`config.mk`:
```
export PLATFORM = sky130hd
export DESIGN_NAME = random_sample_set
export DESIGN_NICKNAME = d
export VERILOG_FILES = /design/src/sv/rss_pkg.sv /design/src/sv/rss_mod.sv /design/src/sv/rss_ctrl.sv /design/src/sv/rss_datapath.sv /design/src/sv/random_sample_set.sv
export SDC_FILE = /design/constraint.sdc
export NUM_CORES = 1
export LEC_CHECK = 0
export BUFFER_PORTS_ARGS = -buffer_cell sky130_fd_sc_hd__buf_4
export CORE_MARGIN = 2
export CORE_UTILIZATION = 50
export CTS_CLUSTER_DIAMETER = 60
export CTS_CLUSTER_SIZE = 28
export DETAILED_ROUTE_END_ITERATION = 6
export PLACE_DENSITY_LB_ADDON = 0.25
export RECOVER_POWER = 25
export SLEW_MARGIN = 20
export SYNTH_ARGS = -nofsm -noshare
export SYNTH_HDL_FRONTEND = slang
export SYNTH_SLANG_ARGS = --single-unit
```
`constraint.sdc`:
```
create_clock -name clock -period 9.66 [get_ports clock]
set_clock_uncertainty 0.2 [all_clocks]
set_input_delay 1.449 -clock clock [delete_from_list [all_inputs] [get_ports clock]]
set_output_delay 1.449 -clock clock [all_outputs]
set_load 0.02 [all_outputs]
```
`src/sv/rss_pkg.sv`:
```
`timescale 1ns / 1ps
// ----------------------------------------------------------------------------
// Random sample set package
// Field widths, operation and status codes, and the control interface types.
// ----------------------------------------------------------------------------
package rss_pkg;

   localparam int CAPACITY_DEF = 16;
   localparam int OP_W   = 2;
   localparam int VAL_W  = 32;
   localparam int RW_W   = 16;
   localparam int ST_W   = 2;
   localparam int SIZE_W = 5;
   localparam int BIT_W  = $clog2(RW_W);
   localparam int REQ_W  = ((VAL_W + RW_W + 7) / 8) * 8;
   localparam int RSP_W  = ((VAL_W + SIZE_W + 7) / 8) * 8;
   localparam int RSP_PAD = RSP_W - VAL_W - SIZE_W;

   typedef enum logic [OP_W-1:0] {
      OP_INSERT = 2'd0,
      OP_REMOVE = 2'd1,
      OP_RANDOM = 2'd2,
      OP_NONE   = 2'd3
   } op_type;

   typedef enum logic [ST_W-1:0] {
      ST_DONE     = 2'd0,
      ST_PRESENCE = 2'd1,
      ST_FULL     = 2'd2,
      ST_EMPTY    = 2'd3
   } status_type;

   typedef enum logic [2:0] {
      S_IDLE,
      S_DISPATCH,
      S_SEARCH,
      S_MOVE_RD,
      S_MOVE_WR,
      S_DIV,
      S_RND_RD,
      S_FINISH
   } state_type;

   typedef enum logic {
      RD_LAST,
      RD_RAND
   } rd_sel_type;

   typedef enum logic {
      WR_APPEND,
      WR_MOVE
   } wr_sel_type;

   typedef struct packed {
      logic       load;
      logic       search_run;
      logic       rd_en;
      rd_sel_type rd_sel;
      logic       wr_en;
      wr_sel_type wr_sel;
      logic       cnt_inc;
      logic       cnt_dec;
      logic       div_start;
      logic       out_load;
      status_type out_status;
      logic       out_mem;
   } ctrl_cmd_type;

   typedef struct packed {
      op_type op;
      logic   search_done;
      logic   found;
      logic   pos_last;
      logic   full;
      logic   empty;
      logic   div_done;
      logic   out_free;
   } dp_stat_type;

endpackage

```
`src/sv/rss_mod.sv`:
```
`timescale 1ns / 1ps
// ----------------------------------------------------------------------------
// Random sample set modulo unit
// Restoring remainder of the random word by the live count, one bit a cycle.
// ----------------------------------------------------------------------------
module rss_mod
   import rss_pkg::*;
#(
   parameter int CAPACITY = CAPACITY_DEF
) (
   input  logic                         clock,
   input  logic                         reset,
   input  logic                         start,
   input  logic [RW_W-1:0]              dividend,
   input  logic [$clog2(CAPACITY+1)-1:0] divisor,
   output logic                         done,
   output logic [$clog2(CAPACITY)-1:0]  remainder
);

   localparam int IDX_W = $clog2(CAPACITY);
   localparam int CNT_W = $clog2(CAPACITY + 1);

   logic             busy_ff, busy_in;
   logic             done_ff, done_in;
   logic [BIT_W-1:0] cnt_ff, cnt_in;
   logic [CNT_W-1:0] rem_ff, rem_in;
   logic [RW_W-1:0]  sh_ff, sh_in;
   logic [CNT_W:0]   trial;
   logic [CNT_W:0]   diff;

   assign trial = {rem_ff, sh_ff[RW_W-1]};
   assign diff  = trial - {1'b0, divisor};

   always_comb begin
      busy_in = busy_ff;
      done_in = done_ff;
      cnt_in  = cnt_ff;
      rem_in  = rem_ff;
      sh_in   = sh_ff;
      if (start) begin
         busy_in = 1'b1;
         done_in = 1'b0;
         cnt_in  = '0;
         rem_in  = '0;
         sh_in   = dividend;
      end else if (busy_ff) begin
         // The partial remainder stays below the divisor, so one subtract suffices.
         if (trial >= {1'b0, divisor}) begin
            rem_in = diff[CNT_W-1:0];
         end else begin
            rem_in = trial[CNT_W-1:0];
         end
         sh_in  = {sh_ff[RW_W-2:0], 1'b0};
         cnt_in = cnt_ff + BIT_W'(1);
         if (cnt_ff == BIT_W'(RW_W - 1)) begin
            busy_in = 1'b0;
            done_in = 1'b1;
         end
      end
   end

   always_ff @(posedge clock) begin
      if (reset) begin
         busy_ff <= 1'b0;
         done_ff <= 1'b0;
         cnt_ff  <= '0;
      end else begin
         busy_ff <= busy_in;
         done_ff <= done_in;
         cnt_ff  <= cnt_in;
      end
   end

   always_ff @(posedge clock) begin
      rem_ff <= rem_in;
      sh_ff  <= sh_in;
   end

   assign done      = done_ff;
   assign remainder = rem_ff[IDX_W-1:0];

endmodule

```
`src/sv/rss_ctrl.sv`:
```
`timescale 1ns / 1ps
// ----------------------------------------------------------------------------
// Random sample set controller
// Sequences search, move, modulo and result hand-off for one item at a time.
// ----------------------------------------------------------------------------
module rss_ctrl
   import rss_pkg::*;
(
   input  logic         clock,
   input  logic         reset,
   input  logic         req_tvalid,
   output logic         req_tready,
   input  dp_stat_type  stat,
   output ctrl_cmd_type cmd
);

   state_type  state_ff, state_in;
   status_type code_ff, code_in;
   logic       sel_ff, sel_in;

   always_ff @(posedge clock) begin
      if (reset) begin
         state_ff <= S_IDLE;
      end else begin
         state_ff <= state_in;
      end
   end

   always_ff @(posedge clock) begin
      code_ff <= code_in;
      sel_ff  <= sel_in;
   end

   always_comb begin
      state_in   = state_ff;
      code_in    = code_ff;
      sel_in     = sel_ff;
      cmd        = '0;
      req_tready = 1'b0;
      case (state_ff)
         S_IDLE: begin
            req_tready = 1'b1;
            if (req_tvalid) begin
               cmd.load = 1'b1;
               state_in = S_DISPATCH;
            end
         end
         S_DISPATCH: begin
            code_in = ST_DONE;
            sel_in  = 1'b0;
            case (stat.op)
               OP_INSERT, OP_REMOVE: begin
                  state_in = S_SEARCH;
               end
               OP_RANDOM: begin
                  if (stat.empty) begin
                     code_in  = ST_EMPTY;
                     state_in = S_FINISH;
                  end else begin
                     cmd.div_start = 1'b1;
                     state_in      = S_DIV;
                  end
               end
               default: begin
                  state_in = S_FINISH;
               end
            endcase
         end
         S_SEARCH: begin
            cmd.search_run = 1'b1;
            if (stat.search_done) begin
               state_in = S_FINISH;
               if (stat.op == OP_INSERT) begin
                  // A present value is reported before a full set.
                  if (stat.found) begin
                     code_in = ST_PRESENCE;
                  end else if (stat.full) begin
                     code_in = ST_FULL;
                  end else begin
                     cmd.wr_en   = 1'b1;
                     cmd.wr_sel  = WR_APPEND;
                     cmd.cnt_inc = 1'b1;
                  end
               end else begin
                  if (!stat.found) begin
                     code_in = ST_PRESENCE;
                  end else if (stat.pos_last) begin
                     cmd.cnt_dec = 1'b1;
                  end else begin
                     state_in = S_MOVE_RD;
                  end
               end
            end
         end
         S_MOVE_RD: begin
            cmd.rd_en  = 1'b1;
            cmd.rd_sel = RD_LAST;
            state_in   = S_MOVE_WR;
         end
         S_MOVE_WR: begin
            cmd.wr_en   = 1'b1;
            cmd.wr_sel  = WR_MOVE;
            cmd.cnt_dec = 1'b1;
            state_in    = S_FINISH;
         end
         S_DIV: begin
            if (stat.div_done) begin
               state_in = S_RND_RD;
            end
         end
         S_RND_RD: begin
            cmd.rd_en  = 1'b1;
            cmd.rd_sel = RD_RAND;
            sel_in     = 1'b1;
            state_in   = S_FINISH;
         end
         S_FINISH: begin
            if (stat.out_free) begin
               cmd.out_load   = 1'b1;
               cmd.out_status = code_ff;
               cmd.out_mem    = sel_ff;
               state_in       = S_IDLE;
            end
         end
         default: begin
            state_in = S_IDLE;
         end
      endcase
   end

endmodule

```
`src/sv/rss_datapath.sv`:
```
`timescale 1ns / 1ps
// ----------------------------------------------------------------------------
// Random sample set datapath
// Member memory, count, sequential membership scan, modulo unit, result register.
// ----------------------------------------------------------------------------
module rss_datapath
   import rss_pkg::*;
#(
   parameter int CAPACITY = CAPACITY_DEF
) (
   input  logic             clock,
   input  logic             reset,
   input  logic [REQ_W-1:0] req_tdata,
   input  logic [OP_W-1:0]  req_tuser,
   input  ctrl_cmd_type     cmd,
   output dp_stat_type      stat,
   output logic             rsp_tvalid,
   input  logic             rsp_tready,
   output logic [RSP_W-1:0] rsp_tdata,
   output logic [ST_W-1:0]  rsp_tuser
);

   localparam int IDX_W = $clog2(CAPACITY);
   localparam int CNT_W = $clog2(CAPACITY + 1);

   logic [VAL_W-1:0]  mem [CAPACITY];

   op_type            op_ff;
   logic [VAL_W-1:0]  value_ff;
   logic [RW_W-1:0]   rword_ff;
   logic [CNT_W-1:0]  count_ff;
   logic [CNT_W-1:0]  rd_idx_ff;
   logic              cmp_vld_ff;
   logic [IDX_W-1:0]  cmp_idx_ff;
   logic              found_ff;
   logic [IDX_W-1:0]  pos_ff;
   logic [VAL_W-1:0]  rdata_ff;
   logic              rsp_vld_ff;
   status_type        status_ff;
   logic [VAL_W-1:0]  member_ff;
   logic [SIZE_W-1:0] size_ff;

   logic              match_now;
   logic              scan_issue;
   logic              rd_en;
   logic [IDX_W-1:0]  rd_addr;
   logic [IDX_W-1:0]  wr_addr;
   logic [VAL_W-1:0]  wr_data;
   logic [CNT_W-1:0]  cnt_last;
   logic [IDX_W-1:0]  rand_idx;
   logic              div_done;

   assign cnt_last   = count_ff - CNT_W'(1);
   assign match_now  = cmp_vld_ff && (rdata_ff == value_ff);
   assign scan_issue = cmd.search_run && !found_ff && !match_now && (rd_idx_ff < count_ff);
   assign rd_en      = scan_issue || cmd.rd_en;

   always_comb begin
      if (scan_issue) begin
         rd_addr = rd_idx_ff[IDX_W-1:0];
      end else if (cmd.rd_sel == RD_LAST) begin
         rd_addr = cnt_last[IDX_W-1:0];
      end else begin
         rd_addr = rand_idx;
      end
   end

   assign wr_addr = (cmd.wr_sel == WR_APPEND) ? count_ff[IDX_W-1:0] : pos_ff;
   assign wr_data = (cmd.wr_sel == WR_APPEND) ? value_ff : rdata_ff;

   always_ff @(posedge clock) begin
      if (cmd.wr_en) begin
         mem[wr_addr] <= wr_data;
      end
      if (rd_en) begin
         rdata_ff <= mem[rd_addr];
      end
   end

   rss_mod #(
      .CAPACITY (CAPACITY)
   ) u_mod (
      .clock     (clock),
      .reset     (reset),
      .start     (cmd.div_start),
      .dividend  (rword_ff),
      .divisor   (count_ff),
      .done      (div_done),
      .remainder (rand_idx)
   );

   always_ff @(posedge clock) begin
      if (cmd.load) begin
         op_ff    <= op_type'(req_tuser);
         value_ff <= req_tdata[VAL_W-1:0];
         rword_ff <= req_tdata[VAL_W +: RW_W];
      end
      if (scan_issue) begin
         cmp_idx_ff <= rd_idx_ff[IDX_W-1:0];
      end
      if (match_now) begin
         pos_ff <= cmp_idx_ff;
      end
      if (cmd.out_load) begin
         status_ff <= cmd.out_status;
         member_ff <= cmd.out_mem ? rdata_ff : '0;
         size_ff   <= SIZE_W'(count_ff);
      end
   end

   // The scan reads one entry a cycle and compares it in the following cycle.
   always_ff @(posedge clock) begin
      if (reset) begin
         count_ff   <= '0;
         rd_idx_ff  <= '0;
         cmp_vld_ff <= 1'b0;
         found_ff   <= 1'b0;
         rsp_vld_ff <= 1'b0;
      end else begin
         if (cmd.cnt_inc) begin
            count_ff <= count_ff + CNT_W'(1);
         end else if (cmd.cnt_dec) begin
            count_ff <= cnt_last;
         end
         if (cmd.load) begin
            rd_idx_ff  <= '0;
            cmp_vld_ff <= 1'b0;
            found_ff   <= 1'b0;
         end else begin
            cmp_vld_ff <= scan_issue;
            if (scan_issue) begin
               rd_idx_ff <= rd_idx_ff + CNT_W'(1);
            end
            if (match_now) begin
               found_ff <= 1'b1;
            end
         end
         if (cmd.out_load) begin
            rsp_vld_ff <= 1'b1;
         end else if (rsp_tready) begin
            rsp_vld_ff <= 1'b0;
         end
      end
   end

   always_comb begin
      stat.op          = op_ff;
      stat.search_done = found_ff || (!cmp_vld_ff && (rd_idx_ff == count_ff));
      stat.found       = found_ff;
      stat.pos_last    = (CNT_W'(pos_ff) == cnt_last);
      stat.full        = (count_ff == CNT_W'(CAPACITY));
      stat.empty       = (count_ff == '0);
      stat.div_done    = div_done;
      stat.out_free    = !rsp_vld_ff || rsp_tready;
   end

   assign rsp_tvalid = rsp_vld_ff;
   assign rsp_tdata  = {{RSP_PAD{1'b0}}, size_ff, member_ff};
   assign rsp_tuser  = status_ff;

endmodule

```
`src/sv/random_sample_set.sv`:
```
`timescale 1ns / 1ps
// ----------------------------------------------------------------------------
// Random sample set
// Set of distinct 32-bit values with insert, remove and random-member requests.
// ----------------------------------------------------------------------------
// Requests enter on the req_ stream: req_tuser carries the operation, req_tdata
// the value and the random word. Each request yields exactly one item on the
// rsp_ stream with the status in rsp_tuser and the chosen member and the new
// set size in rsp_tdata.
// One request is in flight at a time. Insert and remove scan the live entries
// through the single read port of the member memory, one entry a cycle. A
// random request runs a bit-serial modulo over the 16-bit random word and then
// reads one entry. req_tready returns as rsp_tvalid rises.
// Reset empties the set at once; the memory itself is not cleared, since only
// entries below the count are ever read.
// A finished item waits in the output register while rsp_tready is low; the
// block then takes the next request but holds its result until the output
// register drains.
// ----------------------------------------------------------------------------
module random_sample_set
   import rss_pkg::*;
#(
   parameter int CAPACITY = CAPACITY_DEF
) (
   input  logic             clock,
   input  logic             reset,
   input  logic             req_tvalid,
   output logic             req_tready,
   input  logic [REQ_W-1:0] req_tdata,   // value [31:0], random_word [47:32]
   input  logic [OP_W-1:0]  req_tuser,   // operation [1:0]
   output logic             rsp_tvalid,
   input  logic             rsp_tready,
   output logic [RSP_W-1:0] rsp_tdata,   // member [31:0], size_now [36:32], zeros above
   output logic [ST_W-1:0]  rsp_tuser    // status [1:0]
);

   ctrl_cmd_type cmd;
   dp_stat_type  stat;

   rss_ctrl u_ctrl (
      .clock      (clock),
      .reset      (reset),
      .req_tvalid (req_tvalid),
      .req_tready (req_tready),
      .stat       (stat),
      .cmd        (cmd)
   );

   rss_datapath #(
      .CAPACITY (CAPACITY)
   ) u_datapath (
      .clock      (clock),
      .reset      (reset),
      .req_tdata  (req_tdata),
      .req_tuser  (req_tuser),
      .cmd        (cmd),
      .stat       (stat),
      .rsp_tvalid (rsp_tvalid),
      .rsp_tready (rsp_tready),
      .rsp_tdata  (rsp_tdata),
      .rsp_tuser  (rsp_tuser)
   );

endmodule

```
==> results of run 1 <==
-- metal layers --
| metal | vias up | share of wire [%] | track usage, % |
|---|---|---|---|
| met5 | - | 0 | 0 |
| met4 | 0 | 4.3 | 12.4 |
| met3 | 280 | 11 | 6.40 |
| met2 | 1575 | 45 | 45.0 |
| met1 | 11900 | 39 | 39.3 |
| li1 | 10100 | - | - |
-- final cells by class --
class	instances	area, sq um	area share [%]
sequential	687	20400	56.1
inverter	46	173	0.476
clock buffer	48	1190	3.28
multi-input combinational	1535	11900	32.7
tap	864	1080	2.98
timing repair buffer	161	1180	3.25
clock inverter	36	413	1.14
-- cell families (layout without fill, tap and decap cells) --
group                    Yosys count  after routing
flip-flops                       687            687
AO/OA/AOI/OAI                    678            678
AND/OR/NAND/NOR                  569            569
buffers and inverters            302            291
multiplexers                     221            221
XOR/XNOR                          48             48
adder cells (fa/ha/maj)           16             16
other                              1              3
-- worst max-delay path by stage --
stage                               to  cells past startpoint  slack (ns)
6_report        u_datapath.rdata_ff[4]                     12        3.49
5_1_grt        u_datapath.rdata_ff[10]                     13        3.43
4_1_cts        u_datapath.rdata_ff[10]                     12        4.34
3_5_place_dp   u_datapath.rdata_ff[10]                     12        4.37
3_3_place_gp   u_datapath.rdata_ff[10]                     12        4.49
2_1_floorplan     u_datapath.mem[1][0]                     10        5.65
-- per-stage QoR --
stage	utilization (%)	instances	area [sq um]
final	55.2	3377	36300
after CTS	55.2	3377	36300
after global routing	55.2	3377	36300
after detailed placement	52.8	3293	34700
after floorplan	-	2524	33200
after global placement	52.8	3293	34700
-- registers in the layout, indices dropped and copies added, names as in the netlist, 4 cells and up --
| name | count |
|---|---|
| u_datapath.cmp_idx_ff | 4 |
| u_datapath.count_ff | 5 |
| u_datapath.mem | 512 |
| u_datapath.member_ff | 32 |
| u_datapath.pos_ff | 4 |
| u_datapath.rd_idx_ff | 5 |
| u_datapath.rdata_ff | 32 |
| u_datapath.rword_ff | 16 |
| u_datapath.size_ff | 5 |
| u_datapath.u_mod.cnt_ff | 4 |
| u_datapath.u_mod.rem_ff | 5 |
| u_datapath.u_mod.sh_ff | 16 |
| u_datapath.value_ff | 32 |
-- report_power, final --
group	internal [mW]	switching [mW]	leakage [nW]
clock network	0.998	1.15	0.789
logic	2.15	4.18	4.92
registers	4.04	0.312	6.13
-- placed cells by master, fill, tap and decap left out, types with 15 or more instances in the layout --
master,Yosys,layout
a211o_1,61,61
a211oi_1,33,33
a21oi_1,85,82
a221oi_1,32,32
and2_1,37,34
and3_1,37,37
and4_1,123,123
buf_4,6,100
clkbuf_16,0,47
clkbuf_4,2,47
dfxtp_1,27,27
edfxtp_1,660,660
ha_1,15,15
inv_1,46,46
mux2_2,49,49
mux2i_1,170,170
nand2_1,185,184
nand3_1,17,17
nand4_1,49,49
nor2_1,58,40
nor2_4,1,18
nor3_1,23,20
o2111ai_1,63,63
o211ai_1,36,36
o21ai_0,21,21
o221ai_1,60,60
o22ai_1,57,57
o31a_1,120,120
o31ai_1,30,30
o32ai_2,21,21
xnor2_1,38,38
-- worst register-to-register path, cell delays in order (launching register included) --
cell       delay (ns)
dfxtp_1          1.86
inv_1            0.24
ha_1             0.31
inv_1            0.10
a211o_1          0.46
nor2_4           0.04
buf_4            0.35
nand2_1          0.28
o22a_1           1.00
buf_4            0.50
o221ai_1         0.22
o2111ai_1        0.15
a211o_1          0.28
-- cell usage after synthesis, types with 38 or more instances --
| cell type | count | area [sq um] |
|---|---|---|
| a211o_1 | 61 | 534 |
| a21oi_1 | 85 | 425 |
| and4_1 | 123 | 1080 |
| clkbuf_1 | 204 | 766 |
| edfxtp_1 | 660 | 19800 |
| inv_1 | 46 | 173 |
| mux2_2 | 49 | 552 |
| mux2i_1 | 170 | 1700 |
| nand2_1 | 185 | 694 |
| nand4_1 | 49 | 307 |
| nor2_1 | 58 | 218 |
| o2111ai_1 | 63 | 552 |
| o221ai_1 | 60 | 526 |
| o22ai_1 | 57 | 357 |
| o31a_1 | 120 | 1050 |
| xnor2_1 | 38 | 333 |
==> results.yml, run 1 <==
final_layout:
  antenna_cells_inserted: 0
  final_nets: 2546
  syn_to_final_growth_pct: 9.33
  nFillCells: 5200
  drive_gt1_share_pct: 14.0
worst_setup_path:
  r2r_cells: 12
  crit_path_cell_trace: "inv_1, ha_1, inv_1, a211o_1, nor2_4, buf_4, nand2_1, o22a_1, buf_4, o221ai_1, o2111ai_1, a211o_1"
  crit_required_ns: 9.89
  r2r_start: "u_datapath.rd_idx_ff[0]"
  r2r_end: "u_datapath.rdata_ff[4]"
  timing.critical_path.from: "u_datapath.rd_idx_ff[0]"
  critical_path_buf_inv_count: 4
  criticalPathCategory: "register to register"
  end_kind: "register"
  crit_fanout: 41
  worst_path_max_delay_cell: "dfxtp_1"
  critical_path.max_stage_delay_ns: 1.86
  launching_element_type_of_the_critical_path: "register"
  crit_family: "compound AO/OA/AOI/OAI gates"
  reg2reg_setup_slack_ns: 3.49
  critical_path_arrival_ns: 6.40
pwr:
  peakVddDrop_mv: 0.424
  post-layout-total-power_mw: 12.8
  power.static_leakage_nw: 11.8
  pwr_density_cell_nw_per_um2: 354
floorplanning:
  fp-row-count: 94
  initial_core_util_pct: 50.5
  die_height_um: 262
  fp.coreArea_sq_um: 65700
  pin_count: 98
  die-width_um: 262
  die-area_sq_um: 68400
yosys:
  ys_seq_elements: 687
  postSynth.asyncResetShare_pct: 0
  synthesis.yosys.warnings: 0
  syn_inst: 2522
  synth-xor-area-share_pct: 1.27
  synth_top_family_by_area: "compound AO/OA/AOI/OAI gates"
  synth.lib_cells_used.distinct: 74
  synth-seq-area-share_pct: 61.4
  syn_area_per_cell_sq_um: 13.2
  fraction_of_the_mapped_netlist_area_in_compound_gates_pct: 16.3
  synth_enable_flop_cells: 660
  post_synthesis_mux_area_share_pct: 6.86
  synthAdderAreaFrac_pct: 0.626
  postSynth.topFlopCell: "edfxtp_1"
  post_synthesis_share_of_cell_area_spent_on_and_or_nand_and_nor_gates_pct: 9.80
  synth_area_sq_um: 33200
drt:
  wl_per_cell_um: 30.0
  dr_total_vias: 23800
  remaining_drc_errors: 1
  detail_route.wirelength_um: 101000
  drt_iter0_markers: 3233
  antenna_left: 0
  firstDrtPassIters: 7
  vias_per_cell: 7.06
timing:
  hold_violations: 0
  grt_setup_unrepaired: "false"
  drv_slew: 213
  setup_viol_count_final: 0
  post-route-worst-setup-slack_ns: 3.49
  hold_ws_ns: 0.217
  timing.max_slew.rel_slack_pct: -97.5
  timing.final.crit_period_ns: 6.17
  max_freq_mhz: 162
  setup-tns-final_ns: 0
  layout_worst_path_cycle_share_pct: 63.9
  worst_slew_pin_slew_ns: 2.96
clock_network:
  clock_latency_ns: 0.62
  cts_bufs_inserted: 45
  hold_buffer_count_at_cts: 0
  clkTransAtPathRegs_ns: 0.09
  cts_setup_buffers: 0
  ctsRootBufferMaster: "clkbuf_16"
  cts-root-to-sink-buffers: 3
  tritoncts: "yes"
  cts.sink_count: 687
  cts.htree.levels: 2
  postCtsResizedCells: 0
place:
  port_buffers: 94
  dp_hpwl_um: 55300
  gpl_wtd_cong: 0.952
  detailedPlace.worstSlack_ns: 4.37
flow_run:
  drv.max_cap_violation_count: 6
grt:
  antenna_violations_before_repair: 0
  grt_remaining_overflow: 0
  grt_pass1_wl_um: 147000
  globalRouteTotalUtil_pct: 28.9
  grt_max_degree: 185
  grt_pass1_vias: 22800
status:
  violations: "design-rule violations, max-capacitance violations, max-slew violations"
  run_status: "complete, but fails checks"
min_path:
  hold-path-endpoint: "u_datapath.pos_ff[1]"
  worst_hold_path.num_cells: 0
  hold_start: "u_datapath.cmp_idx_ff[1]"
  holdCritPathClass: "register to register"
(Power assumes the default switching activity.)
==> inputs of run 2 (changes only) <==
==> constraint.sdc (replaced) <==
create_clock -name clock -period 5.75 [get_ports clock]
set_clock_uncertainty 0.2 [all_clocks]
set_input_delay 0.8625 -clock clock [delete_from_list [all_inputs] [get_ports clock]]
set_output_delay 0.8625 -clock clock [all_outputs]
set_load 0.02 [all_outputs]
==> run 2 against run 1 <==
Net effect:
- the flow finishes with violations (max-capacitance violations, max-slew violations)
- first-iteration DRC count fell by 4.8%
- via count hardly changed
- setup slack lost 2.5 ns
- register-to-register slack worse by 2.5 ns
- sequential cell count stayed put
- sequential power grew 68%
- worst hold slack improved by 0.013 ns
- final area grew 0.28%
- total power rose by 69%
- non-clock buffer count increased by 11
- highest routed layer unchanged
==> results.yml, run 2 (synthesis results as in run 1) <==
pwr:
  p_sw_mw: 9.46
  peakVddDrop_mv: 0.496
  pwr_density_cell_nw_per_um2: 596
  power.share.sequential_pct: 33.8
  post-layout-total-power_mw: 21.7
  comb_power_share_pct: 49.2
  internal_power_mw: 12.2
  power.switching_fraction_pct: 43.7
  power.static_leakage_nw: 11.8
  clock_power_share_pct: 17.0
final_layout:
  drive_gt1_share_pct: 13.0
  syn_to_final_growth_pct: 9.63
  top_reg_by_flops: "u_datapath.mem"
  largest_register_ffs: 512
  highest_count_cells_in_the_layout_ignoring_fill_and_taps: "660 x edfxtp_1, 184 x nand2_1, 170 x mux2i_1"
  final_core_util_pct: 55.3
  antenna_cells_inserted: 0
  layout_commonest_cell: "edfxtp_1"
  final_nets: 2558
worst_setup_path:
  crit_required_ns: 6.03
  reg2reg_setup_slack_ns: 0.98
  launching_element_type_of_the_critical_path: "register"
  crit_fanout: 34
  criticalPathCategory: "register to register"
  end_kind: "register"
  critical_path_arrival_ns: 5.05
floorplanning:
  fp.coreArea_sq_um: 65700
  fp-row-count: 94
  die-area_sq_um: 68400
  pin_count: 98
  initial_core_util_pct: 50.5
  die_height_um: 262
  die-width_um: 262
place:
  detailedPlace.worstSlack_ns: 1.13
  dp_hpwl_um: 59600
  gpl_wtd_cong: 0.913
  port_buffers: 94
timing:
  hold_ws_ns: 0.230
  hold_violations: 0
  drv_slew: 133
  grt_setup_unrepaired: "false"
  max_freq_mhz: 210
  timing.max_slew.rel_slack_pct: -98.4
  timing.final.crit_period_ns: 4.77
  post-route-worst-setup-slack_ns: 0.978
  layout_worst_path_cycle_share_pct: 83.0
  setup-tns-final_ns: 0
  setup_viol_count_final: 0
  worst_slew_pin_slew_ns: 2.98
grt:
  globalRouteTotalUtil_pct: 29.0
  grt_pass1_vias: 23200
  antenna_violations_before_repair: 1
  grt_pass1_wl_um: 148000
  grt_max_degree: 121
  grt_remaining_overflow: 0
clock_network:
  clock_latency_ns: 0.62
  cts-root-to-sink-buffers: 3
  cts.sink_count: 687
  ctsRootBufferMaster: "clkbuf_16"
  cts_bufs_inserted: 46
  hold_buffer_count_at_cts: 0
  postCtsResizedCells: 0
  clkTransAtPathRegs_ns: 0.09
  cts_setup_buffers: 0
  cts.htree.levels: 2
  tritoncts: "yes"
drt:
  antenna_left: 0
  remaining_drc_errors: 0
  drt_iter0_markers: 3078
  firstDrtPassIters: 7
  detail_route.wirelength_um: 101000
  dr_total_vias: 23800
  vias_per_cell: 7.03
  wl_per_cell_um: 29.7
status:
  run_status: "complete, but fails checks"
  violations: "max-capacitance violations, max-slew violations"
flow_run:
  drv.max_cap_violation_count: 4
min_path:
  holdCritPathClass: "register to register"
[run 2: critical path, stage by stage, from the launching register on]
cell and delay [ns]:
edfxtp_1 0.61, xnor2_1 0.36, nand4_1 0.27, nor3_2 0.59, nand4_1 0.58, a21oi_4 1.08, buf_12 0.32, o221ai_1 0.17
o2111ai_1 0.23, a211o_1 0.16
[run 2: power groups by stage]
stage	clock network, mW	registers, mW	logic, mW
finish	3.67	7.32	10.7
global route	3.89	7.35	11.3
global placement	0	7.38	10.2
detailed placement	0	7.38	10.4
CTS	3.71	7.27	10.5
floorplan	0	7.08	7.17
[run 2: through the flow]
stage | instances | area (sq um)
after floorplan | 2524 | 33200
after global placement | 3304 | 34900
after detailed placement | 3304 | 34900
after CTS | 3390 | 36600
after global routing | 3390 | 36400
final | 3390 | 36400
[run 2: path summary, 6_finish.rpt]
check	startpoint	end	cells past startpoint
hold / removal	u_datapath.cmp_idx_ff[3]	u_datapath.pos_ff[3]	0
setup / recovery	u_datapath.rdata_ff[1]	u_datapath.rdata_ff[11]	9
setup reg to reg	u_datapath.rdata_ff[1]	u_datapath.rdata_ff[11]	9
hold reg to reg	u_datapath.cmp_idx_ff[3]	u_datapath.pos_ff[3]	0
[run 2: metal layers]
metal | track usage, % | share of wire [%] | up-vias
li1 | - | - | 10100
met1 | 38.5 | 39 | 11900
met2 | 45.8 | 46 | 1533
met3 | 6.85 | 11 | 302
met4 | 12.7 | 4.7 | 0
met5 | 0 | 0 | -
[run 2: final cells by class]
type | instances | area, sq um
timing repair buffer | 172 | 1210
sequential | 687 | 20400
clock buffer | 49 | 1230
inverter | 46 | 173
multi-input combinational | 1535 | 11900
tap | 864 | 1080
clock inverter | 37 | 442
fill | 5266 | 29400
